**config.mk**
```make
export PLATFORM = sky130hd
export DESIGN_NAME = arqrt_cell
export DESIGN_NICKNAME = d
export VERILOG_FILES = /design/src/design/arqrt_pkg.sv /design/src/design/arqrt_cell.sv
export SDC_FILE = /design/constraint.sdc
export NUM_CORES = 1
export LEC_CHECK = 0
export BUFFER_PORTS_ARGS = -buffer_cell sky130_fd_sc_hd__buf_4
export CORE_MARGIN = 3
export CORE_UTILIZATION = 37
export DETAILED_ROUTE_END_ITERATION = 6
export GPL_TIMING_DRIVEN = 0
export PLACE_DENSITY = 0.88
export SLEW_MARGIN = 5
export SYNTH_ARGS = -nofsm -noshare
export SYNTH_HDL_FRONTEND = slang
export SYNTH_SLANG_ARGS = --single-unit
```
**constraint.sdc**
```tcl
create_clock -name clock -period 6.1 [get_ports clock]
set_clock_uncertainty 0.2 [all_clocks]
set_input_delay 0.305 -clock clock [delete_from_list [all_inputs] [get_ports clock]]
set_output_delay 0.305 -clock clock [all_outputs]
set_load 0.005 [all_outputs]
```
**src/design/arqrt_pkg.sv**
```systemverilog
// Package for the ARQ retransmit tracker: window size, codes, entry and
// cell control types shared by the cell chain, the head logic and the top.
// No dependencies.
`timescale 1ns / 1ps
`default_nettype none
package arqrt_pkg;
   localparam int WINDOW = 64;
   localparam int IDX_W  = $clog2(WINDOW);
   localparam int CNT_W  = $clog2(WINDOW + 1);

   localparam logic [23:0] RTT_LIMIT_US = 24'd10000000;
   localparam logic [23:0] RTT_RESET_US = 24'd100000;

   localparam logic [1:0] MODE_SEND  = 2'd0;
   localparam logic [1:0] MODE_ACK   = 2'd1;
   localparam logic [1:0] MODE_QUERY = 2'd2;
   localparam logic [1:0] MODE_CHECK = 2'd3;

   localparam logic [1:0] ST_OK      = 2'd0;
   localparam logic [1:0] ST_UNKNOWN = 2'd1;
   localparam logic [1:0] ST_FULL    = 2'd2;

   localparam logic [1:0] CSR_ALPHA   = 2'd0;
   localparam logic [1:0] CSR_RETRIES = 2'd1;
   localparam logic [1:0] CSR_MAXAGE  = 2'd2;

   typedef struct packed {
      logic        live;
      logic [31:0] sent_time;
      logic [31:0] last_time;
      logic [3:0]  retries;
   } entry_type;

   typedef struct packed {
      logic shift;
      logic load;
      logic clear;
   } cell_ctl_type;
endpackage
`default_nettype wire

```
**src/design/arqrt_cell.sv**
```systemverilog
// One window entry of the tracker chain; loads a new send, shifts from its
// upper neighbor, or drops its live bit. Depends on arqrt_pkg.
`timescale 1ns / 1ps
`default_nettype none
module arqrt_cell
   import arqrt_pkg::*;
(
   input  wire logic         clock,
   input  wire logic         reset,
   input  wire cell_ctl_type ctl,
   input  wire entry_type    load_entry,
   input  wire entry_type    next_entry,
   output entry_type         entry
);
   entry_type entry_ff;

   always_ff @(posedge clock) begin
      if (reset) begin
         entry_ff.live <= 1'b0;
      end else if (ctl.clear) begin
         entry_ff.live <= 1'b0;
      end else if (ctl.load) begin
         entry_ff <= load_entry;
      end else if (ctl.shift) begin
         entry_ff <= next_entry;
      end
   end

   assign entry = entry_ff;
endmodule
`default_nettype wire

```
======== After elaboration in Yosys (flattened, before gate mapping) ========
Index checks and enable logic that the tools add are counted.
word-level totals
  bits in registers ....................... 69
  latch bits .............................. 0
  RAM bits ................................ 0
  memory bits (read-only) ................. 0
  input port bits ......................... 143
  output and inout bits ................... 69
  memories kept ........................... 0
cells by class
  $add $sub $neg .......................... 0
  multiply operators ...................... 0
  divide/modulo/power cells ............... 0
  order comparisons ....................... 0
  equal/unequal tests ..................... 0
  shifts and indexed selects .............. 0
  multiplexer cells ....................... 2
  bitwise logic cells ..................... 2
  reductions and logical operators ........ 3
operators by type and width
  cell                 count
  69-bit two-way mux   2
  3-bit AND reduction  1
  1-bit NOT            2
  2-bit nonzero test   1
  2-bit OR reduction   1

======== Logic depth before layout (Yosys ltp) ========
  depth in word-level cells ............... 2
  gate-level depth with buffers ........... 4

======== Least setup slack after synthesis ========
Ideal clock, no wire load.
  kind .................................... input-to-reg
  start point ............................. input ctl[1] in the netlist's numbering
  end point ............................... register entry_ff (netlist bit entry[0]) (enable)
  setup time .............................. 0.578 ns
  arrival ................................. 5.218 ns
  setup slack ............................. 0.104 ns
  cell stages on the path ................. 4
  path through ............................ buf_6 > buf_6 > nor2_1 > nor3_1
between the ends
  word-level cells in the longest chain between the ends .. 2
ends and longest elaborated chain
  element                        line              text
  start, declared                arqrt_cell.sv:10  input wire cell_ctl_type ctl,
  2-bit nonzero test (no line)   --
  3-bit AND reduction (no line)  --
  end signal, assigned           arqrt_cell.sv:23  entry_ff <= load_entry;
  end signal, assigned           arqrt_cell.sv:25  entry_ff <= next_entry;
  end, declared                  arqrt_cell.sv:15  entry_type entry_ff;
Every way passes these cells.
A chain may end at the register's enable or synchronous reset.

======== Final worst setup path ========
  start point ............................. input reset
  end point ............................... register entry_ff (netlist bit entry[4]) (enable)
between the ends
  word-level cells in the longest chain between the ends .. 2
ends and longest elaborated chain
  element                        line             text
  start, declared                arqrt_cell.sv:9  input wire logic reset,
  1-bit NOT (no line)            --
  3-bit AND reduction (no line)  --
Every way passes these cells.

==> results.md <==
- Outcome: complete, no violations
- Share of layout cells above drive strength 1: about four fifths
- Leading area contributor after synthesis: edfxtp_1
- Row cnt: 31
- Worst hold start: next_entry[3]
- Post-synth ARST share: 0%
- Non-Filler Instances: between 400 and 500
- All-Layer GR Usage: 16.3%
- Place WS: 3500 ps
- Number of global-route vias before repair: 2347
- DRT antenna net count: 0
- DP Wirelength: 6290 µm
- Slowest cell on the critical path: nor3_2
- Min Hold Slack: 81.8 ps
- Top Ports: 212
- Reg2Reg Setup Slack: around 4500 ps
- First-pass GRT wire length: 11100 µm
- Pre-antenna DRT Iters: 4
- Placed Cells: 465
- Hold Path Depth: 2
- CTS root buffer: clkbuf_8
- FILL cells: roughly 540
- Syn_nets: 294
- Period utilization: 42.5%
- Die height: 95.4 µm
- Peak supply drop: 0.158 mV
- Largest net degree at the start of global routing: 15
- Reg clk slew, reported paths: 70 ps
- TritonCTS Sinks: slightly below 70
- # port buffers: 210
- 1st-iter DRT viols: 40
- Layout area overhead: 64.8%
- H-tree Lvls: 3
- Worst setup EP type: flop
- Via Count: 2170
- Total Neg Setup Slack: 0 ps
- FF+latch count, synth: between 60 and 70
- Max FO, Critical Path: 14
- Initial Util: 39.5%
- Synth top area share: 69.0%
- Core footprint: between 7000 and 8000 µm²
- Reg2reg path depth: 3
- Relative slew slack: 39.4%
- Max-cap violations: 0
- CP max stage delay: 720 ps
- Cells after Synth: 151
- Synth area leaders: edfxtp_1 (69%), mux2_2 (26%), buf_6 (1.9%), dfxtp_1 (0.68%), a2111oi_2 (0.51%)
- Setup Crit Path Kind: in2reg
- CTS resizes: 0
- Clk_lat worst skew: roughly 310 ps
- Max FFs per register: ~70
- Ys flop type: edfxtp_1
- Reg-to-reg endpoint: entry[68]
- Drc violations: 0
- Final setup margin: 3510 ps
- CP cell instances: dlygate4sd3_1, buf_4, nor3_2, buf_6, buf_6, buf_4
- Slew Limit Fails: 0
- Syn Area/Cell: 19.6 µm²
- CTS tree: built
- CP startpoint kind: input pin
- Synth cell types: 12
- Synth cell count leaders: edfxtp_1 (68), mux2_2 (68), buf_6 (5)
- Hold Crit Class: in2reg
- Register area share after synthesis: 69.7%
- Grt ovf: 0
- PD cells: 216 nW/µm²
- Initial antenna violation count: 0
- Crit path arrival time: 2400 ps
- Final hold violations: 0
- Total CTS buffers: 9
- Die footprint: 9100 µm²
- Pleak: approximately 0.0021 µW
- RSZ-0062 raised after global routing: false
- Setup violations, final: 0
- Routed wire length: 7790 µm
- Placer Congestion: ~0.7
- Worst-Margin Slew: between 900 and 1000 ps
- Max clock buf depth: 2
- Avg Vias per Cell: 4.51
- Post-synth EDFFs: 68
- Hold endpoint: entry[3]
- Fmax achieved: roughly 390 MHz
- Nets: 522
- Antenna diodes: 0
- Worst r2r src: entry[68]
- Post-Synthesis Cell Area: a little under 3000 µm²
- Die width: 95.4 µm
- Period minus WS final: 2590 ps
- Syn. warnings: 0
- Worst Path Required: 5910 ps
- Wire length per cell: about 16 µm
## final cells by class
cell class | count | area [µm²] | share of cell area [%]
sequential | 69 | 2060 | 42.3
clock buffer | 10 | 128 | 2.62
clock inverter | 4 | 17.5 | 0.359
buffer | 8 | 86.3 | 1.77
multi-input combinational | 73 | 811 | 16.6
timing repair buffer | 217 | 1640 | 33.7
tap | 99 | 124 | 2.54
inverter | 1 | 3.75 | 0.0770
## per-stage QoR
stage	util (%)	total power [µW]	cell area, µm²
CTS	65.1	1070	4870
floorplan	-	643	2960
global placement	62.2	766	4660
global route	65.1	1100	4870
detailed placement	62.9	772	4710
finish	65.1	1050	4870
## cells by family after synthesis
logic type / count (synthesis) / synth area share [%]
mux: 69 / 26.2
flops: 69 / 69.7
buf+inv: 9 / 3.05
simple gates: 3 / 0.507
compound gates: 1 / 0.507
## critical path, delay by kind of cell
family,cells,cell delay (ps)
and+or+nand+nor,1,720
buffers and inverters,5,1370
## cells in the final DEF (no fill, tap or decap)
| cell type | n |
|---|---|
| edfxtp_1 | 68 |
| inv_2 | 1 |
| nor3_2 | 1 |
| buf_6 | 7 |
| clkbuf_1 | 1 |
| clkinv_2 | 2 |
| dfxtp_1 | 1 |
| mux2_2 | 68 |
| clkinv_1 | 2 |
| nor2b_1 | 1 |
| buf_8 | 1 |
| nor2_1 | 1 |
| buf_4 | 215 |
| mux2i_1 | 1 |
| a2111oi_2 | 1 |
| dlygate4sd3_1 | 2 |
| clkbuf_8 | 9 |
## layer usage
layer | part of all wire [%] | GRT usage [%] | up-vias
li1 | - | - | 1047
met1 | 33 | 16.4 | 985
met2 | 54 | 31.3 | 131
met3 | 12 | 5.29 | 7
met4 | 1.0 | 5.69 | 0
met5 | 0 | 0 | -
## worst max path at each step
stage	startpoint	to	slack, ps	depth (start not counted)
detailed placement	ctl[1]	entry[6]	3500	7
floorplan	ctl[1]	entry[0]	100	4
global route	reset	entry[66]	3310	6
global placement	ctl[1]	entry[6]	-1640	4
CTS	reset	entry[66]	3470	6
finish	reset	entry[4]	3510	6
## where the power goes
group	total, µW	switching, µW	internal [µW]
Combinational	190	58.6	132
Sequential	569	8.57	560
Clock	293	154	139
## timing repair
item | CTS | global route
hold endpoints to repair | 1 | 0
buffers inserted | 0 | 0
hold buffers | 2 | 0
Power figures use the tool's default switching activity.
