File: config.mk
export PLATFORM = sky130hd
export DESIGN_NAME = arqrt_head
export DESIGN_NICKNAME = d
export VERILOG_FILES = /design/src/design/arqrt_pkg.sv /design/src/design/arqrt_head.sv
export SDC_FILE = /design/constraint.sdc
export NUM_CORES = 1
export LEC_CHECK = 0
export BUFFER_PORTS_ARGS = -buffer_cell sky130_fd_sc_hd__buf_2
export CAP_MARGIN = 5
export CORE_AREA = 2 2 135 137
export DETAILED_ROUTE_END_ITERATION = 8
export DIE_AREA = 0 0 137 139
export PLACE_DENSITY_LB_ADDON = 0.25
export SYNTH_ARGS = -nofsm -noshare
export SYNTH_HDL_FRONTEND = slang
export SYNTH_SLANG_ARGS = --single-unit
File: constraint.sdc
create_clock -name vclk -period 10.7
set_clock_uncertainty 0.1 [all_clocks]
set_input_delay 2.14 -clock vclk [all_inputs]
set_output_delay 2.14 -clock vclk [all_outputs]
set_load 0.01 [all_outputs]
File: src/design/arqrt_pkg.sv
// Package for the ARQ retransmit tracker: window size, codes, entry and
// cell control types shared by the cell chain, the head logic and the top.
// No dependencies.
`timescale 1ns / 1ps
`default_nettype none
package arqrt_pkg;
   localparam int WINDOW = 64;
   localparam int IDX_W  = $clog2(WINDOW);
   localparam int CNT_W  = $clog2(WINDOW + 1);

   localparam logic [23:0] RTT_LIMIT_US = 24'd10000000;
   localparam logic [23:0] RTT_RESET_US = 24'd100000;

   localparam logic [1:0] MODE_SEND  = 2'd0;
   localparam logic [1:0] MODE_ACK   = 2'd1;
   localparam logic [1:0] MODE_QUERY = 2'd2;
   localparam logic [1:0] MODE_CHECK = 2'd3;

   localparam logic [1:0] ST_OK      = 2'd0;
   localparam logic [1:0] ST_UNKNOWN = 2'd1;
   localparam logic [1:0] ST_FULL    = 2'd2;

   localparam logic [1:0] CSR_ALPHA   = 2'd0;
   localparam logic [1:0] CSR_RETRIES = 2'd1;
   localparam logic [1:0] CSR_MAXAGE  = 2'd2;

   typedef struct packed {
      logic        live;
      logic [31:0] sent_time;
      logic [31:0] last_time;
      logic [3:0]  retries;
   } entry_type;

   typedef struct packed {
      logic shift;
      logic load;
      logic clear;
   } cell_ctl_type;
endpackage
`default_nettype wire

File: src/design/arqrt_head.sv
// Head logic of the tracker chain: retransmit test and entry update for the
// entry at the bottom of the chain during a walk. Depends on arqrt_pkg.
`timescale 1ns / 1ps
`default_nettype none
module arqrt_head
   import arqrt_pkg::*;
(
   input  wire entry_type          entry,
   input  wire logic [IDX_W-1:0]   idx,
   input  wire logic [IDX_W-1:0]   target,
   input  wire logic               is_ack,
   input  wire logic [31:0]        now_us,
   input  wire logic [3:0]         max_retries,
   input  wire logic [23:0]        ewma_rtt,
   output entry_type               out_entry,
   output logic                    due,
   output logic                    flag,
   output logic [31:0]             sent_age
);
   logic [31:0] last_age;

   always_comb begin
      last_age = now_us - entry.last_time;
      sent_age = now_us - entry.sent_time;
      if (entry.retries >= max_retries) begin
         due = 1'b0;
      end else if (entry.retries == 4'd0) begin
         due = 1'b1;
      end else begin
         due = !last_age[31] && ({1'b0, last_age[30:0]} > {8'd0, ewma_rtt});
      end
      flag      = is_ack && (idx < target) && entry.live && due;
      out_entry = entry;
      if (flag) begin
         out_entry.retries   = entry.retries + 4'd1;
         out_entry.last_time = now_us;
      end
      if (is_ack && (idx == target)) begin
         out_entry.live = 1'b0;
      end
   end
endmodule
`default_nettype wire

== Yosys cells after proc, flatten, opt, wreduce, memory -nomap -nowiden ==
Index checks and enable logic that the tools add are counted.
Storage, ports and cells
  output and inout bits: 103
  input bits: 142
  word-level logic and storage cells: 18
  register bits after elaboration: 0
Cells by class
  equal/unequal tests: 1
  add/sub/neg operators: 3
  magnitude comparators: 3
  reduce and logical (&&, ||, !) cells: 7
  muxes and demuxes: 4
Operators by type and width (count)
  subtractor 32 bit: 2
  two-way mux 36 bit: 1
  greater-than comparator 31 x 24 -> 1 bit: 1
  equality test 6 bit: 1
  less-than comparator 6 bit: 1
  logical AND 1 bit: 5
  adder 4 x 1 -> 4 bit, second input constant: 1
  greater-or-equal comparator 4 bit: 1
  logical NOT 4 bit: 1
  two-way mux 1 bit: 3
  logical NOT 1 bit: 1

== Logic depth before layout (Yosys ltp) ==
  depth after elaboration: 7
  mapped depth: 24
  depth with buffers taken out: 22

== Worst setup path before layout ==
Ideal clock, no wire load.
  kind: input -> output
  from: in now_us[0]
  to: out out_entry[10] in the netlist's numbering
  data arrival time: 6.285 ns
  required time: 8.460 ns
  stages: 20
  setup slack: 2.175 ns
  path buffers: 1
  cells stage by stage: inv_1 ha_1 inv_1 fa_1 a21o_1 a22oi_1 a31oi_2 a31oi_1 o211ai_1 xor2_1 ha_1 nand4_1 nor4_1 a31oi_1 a211o_1 nor4_2 nand4_2 o211ai_4 buf_12 mux2_4
RTL lines
  start, declared: RTL line arqrt_head.sv:12  | input wire logic [31:0] now_us,
  end, declared: RTL line arqrt_head.sv:15  | output entry_type out_entry,

==> results_dict.tcl <==
set metrics [dict create \
    post_cts_buffers 0 \
    die_h_um 139 \
    ys_top_cells_by_count "inv_1 (112), ha_1 (98), a21oi_1 (69)" \
    cp.required_ns 8.46 \
    maxSlewHeadroom_pct 41.9 \
    synth-simple-area-share_pct 18.2 \
    slowest_delay_ns 0.42 \
    switching_share_pct 54.2 \
    hold_ws_ns 4.38 \
    drtIter0Drc 224 \
    power_leakage_uw 0.00372 \
    cts_hold_buf 0 \
    fin_crit_sh_pct 90.3 \
    path_buf_inv 5 \
    ios 245 \
    fillerInstances 1984 \
    syn_nets 987 \
    finalMaxSlewViolations 0 \
    power_density_nw_per_um2 60.9 \
    drc 0 \
    synth_cell_type_count 65 \
    grt_max_degree 17 \
    cp.arrival_ns 7.42 \
    netlist.area_leader.share_pct 22.9 \
    port_buffers 245 \
    core_um2 17700 \
    initial_core_util_pct 30.3 \
    critPathCapture "out_entry[7]" \
    n_clock_buffer 0 \
    slowest_stage "fa_1" \
    path_class "in2out" \
    yosysTopAreaCell "ha_1" \
    rows 49 \
    start_kind "input port" \
    nets 1192 \
    setup_viol 0 \
    netlist_instances 745 \
    yosysMostFrequentCell "inv_1" \
    power.total_uw 396 \
    routabilityCongestion 0.814 \
    critical_path.top_delay_family "compound AO/OA/AOI/OAI gates" \
    pwr-share-seq_pct 0 \
    max-vdd-ir-drop_uv 17.6 \
    max_freq_ghz 0.104 \
    synth_mux_area_share_pct 9.75 \
    drive_above_1_share_pct 31.1 \
    yosys.area_share.adder_pct 23.7 \
    power.share.clock_pct 0 \
    p_int_uw 181 \
    grt_pass1_vias 5222 \
    synth_xor_area_share_pct 7.53 \
    grtUsageTotal_pct 15.2 \
    vias_per_cell 4.81 \
    die_x_um 137 \
    pre_cts_slack_ns 0.938 \
    drt_wl_total_um 15600 \
    grt_pass1_wl_um 24700 \
    antenna_found_initial 1 \
    hold_viol 0 \
    cts_resized 0 \
    synth_area_per_cell_um2 7.19 \
    detailedPlacementHpwl_um 14000 \
    ys_top_cells_by_area "ha_1 (23%), inv_1 (7.9%), mux2_4 (7.6%)" \
    grt_setup_unrepaired "false" \
    tightest_slew_ns 0.869 \
    area_delta_synth_final_pct 21.5 \
    syn-cell-area_um2 5350 \
    pwr-share-comb_pct 100.0 \
    via_count 5668 \
    wl_per_cell_um 13.2 \
    hold_path_class "in2out" \
    tns_ns 0 \
    postRouteAntennaNets 0 \
    yosysWarnings 0 \
    worst-path-stages 22 \
    synth_compound_area_share_pct 26.0 \
    multi_input_area_um2 4560 \
    yosysSeqAreaShare_pct 0 \
    period_needed_ns 9.66 \
    p_sw_uw 215 \
    dieArea_um2 19000 \
    drtPass1Iterations 5 \
    grt.overflow.total 0 \
    cp_max_fo 16 \
    flops_and_latches 0 \
    worstPathCellList "buf_2 -> inv_1 -> ha_1 -> inv_1 -> fa_1 -> a21o_1 -> a22oi_1 -> a31oi_2 -> a31oi_1 -> o211ai_1 -> xor2_1 -> ha_1 -> nand4_1 -> nor4_1 -> a31oi_1 -> a211o_1 -> nor4_2 -> nand4_2 -> o211ai_4 -> buf_4 -> mux2_2 -> buf_2" \
    seqCellArea_um2 0 \
    worstSetupStartpoint "now_us[0]" \
    timing.max_cap.violations 0 \
    synth_top_family_by_area "compound AO/OA/AOI/OAI gates" \
    status "finished, final reports clean" \
    setup_ws_ns 1.04 \
    end_kind "output pin" \
]
## worst min-delay path by stage
stage,start,endpoint,slack (ns),cells after the start
global placement,entry[47],out_entry[47],4.38,2
detailed placement,entry[58],out_entry[58],4.38,2
CTS,entry[39],out_entry[39],4.38,2
finish,entry[39],out_entry[39],4.38,2
global route,entry[66],out_entry[66],4.39,2
floorplan,entry[0],out_entry[0],4.27,1
## area by class of cell
cell class / instances / share of cell area (%)
Multi-Input combinational cell: 589 / 70.0
Timing Repair Buffer: 247 / 19.1
Inverter: 112 / 6.46
Tap cell: 229 / 4.40
Antenna cell: 1 / 0.0385
## layer usage
| metal | vias to the layer above | wire length [µm] | global-route usage [%] |
|---|---|---|---|
| met2 | 151 | 7200 | 26.3 |
| met5 | - | 0 | 0 |
| met4 | 0 | 27 | 0.326 |
| li1 | 3027 | - | - |
| met3 | 2 | 838 | 1.46 |
| met1 | 2488 | 7540 | 21.5 |
## cell families after synthesis
logic type	after synthesis
AO/OA/AOI/OAI	216
XOR/XNOR	46
adder cells (fa/ha/maj)	100
buffers and inverters	156
multiplexers	38
AND/OR/NAND/NOR	189
## metrics by stage
| stage | cell area [µm²] | utilization (%) | instances |
|---|---|---|---|
| floorplan | 5350 | - | 745 |
| global placement | 6500 | 36.8 | 1177 |
| detailed placement | 6500 | 36.8 | 1177 |
| CTS | 6500 | 36.8 | 1177 |
| global route | 6500 | 36.8 | 1177 |
| finish | 6510 | 36.8 | 1178 |
## power by group through the flow
stage / clock [µW] / sequential, µW / combinational, µW
global placement: 0 / 0 / 396
floorplan: 0 / 0 / 282
finish: 0.0000125 / 0 / 396
global route: 0 / 0 / 445
CTS: 0 / 0 / 399
detailed placement: 0 / 0 / 397
## layout by cell type (no fill, tap or decap), types with 7 or more instances in the layout
master / synthesis / final
a21oi_1: 69 / 69
and3_1: 10 / 10
inv_1: 112 / 112
nand4_1: 13 / 13
nand3_1: 15 / 15
o21a_1: 21 / 21
o21ai_0: 42 / 42
nand2b_1: 14 / 14
o211ai_1: 8 / 8
nor2b_1: 14 / 14
buf_2: 1 / 245
mux2_4: 27 / 27
ha_1: 98 / 98
nand2_1: 40 / 40
a211oi_1: 7 / 7
nor2_1: 42 / 42
a21o_1: 24 / 24
nor3_1: 14 / 14
xor2_1: 15 / 15
xnor2_1: 31 / 31
Power figures use the tool's default switching activity.
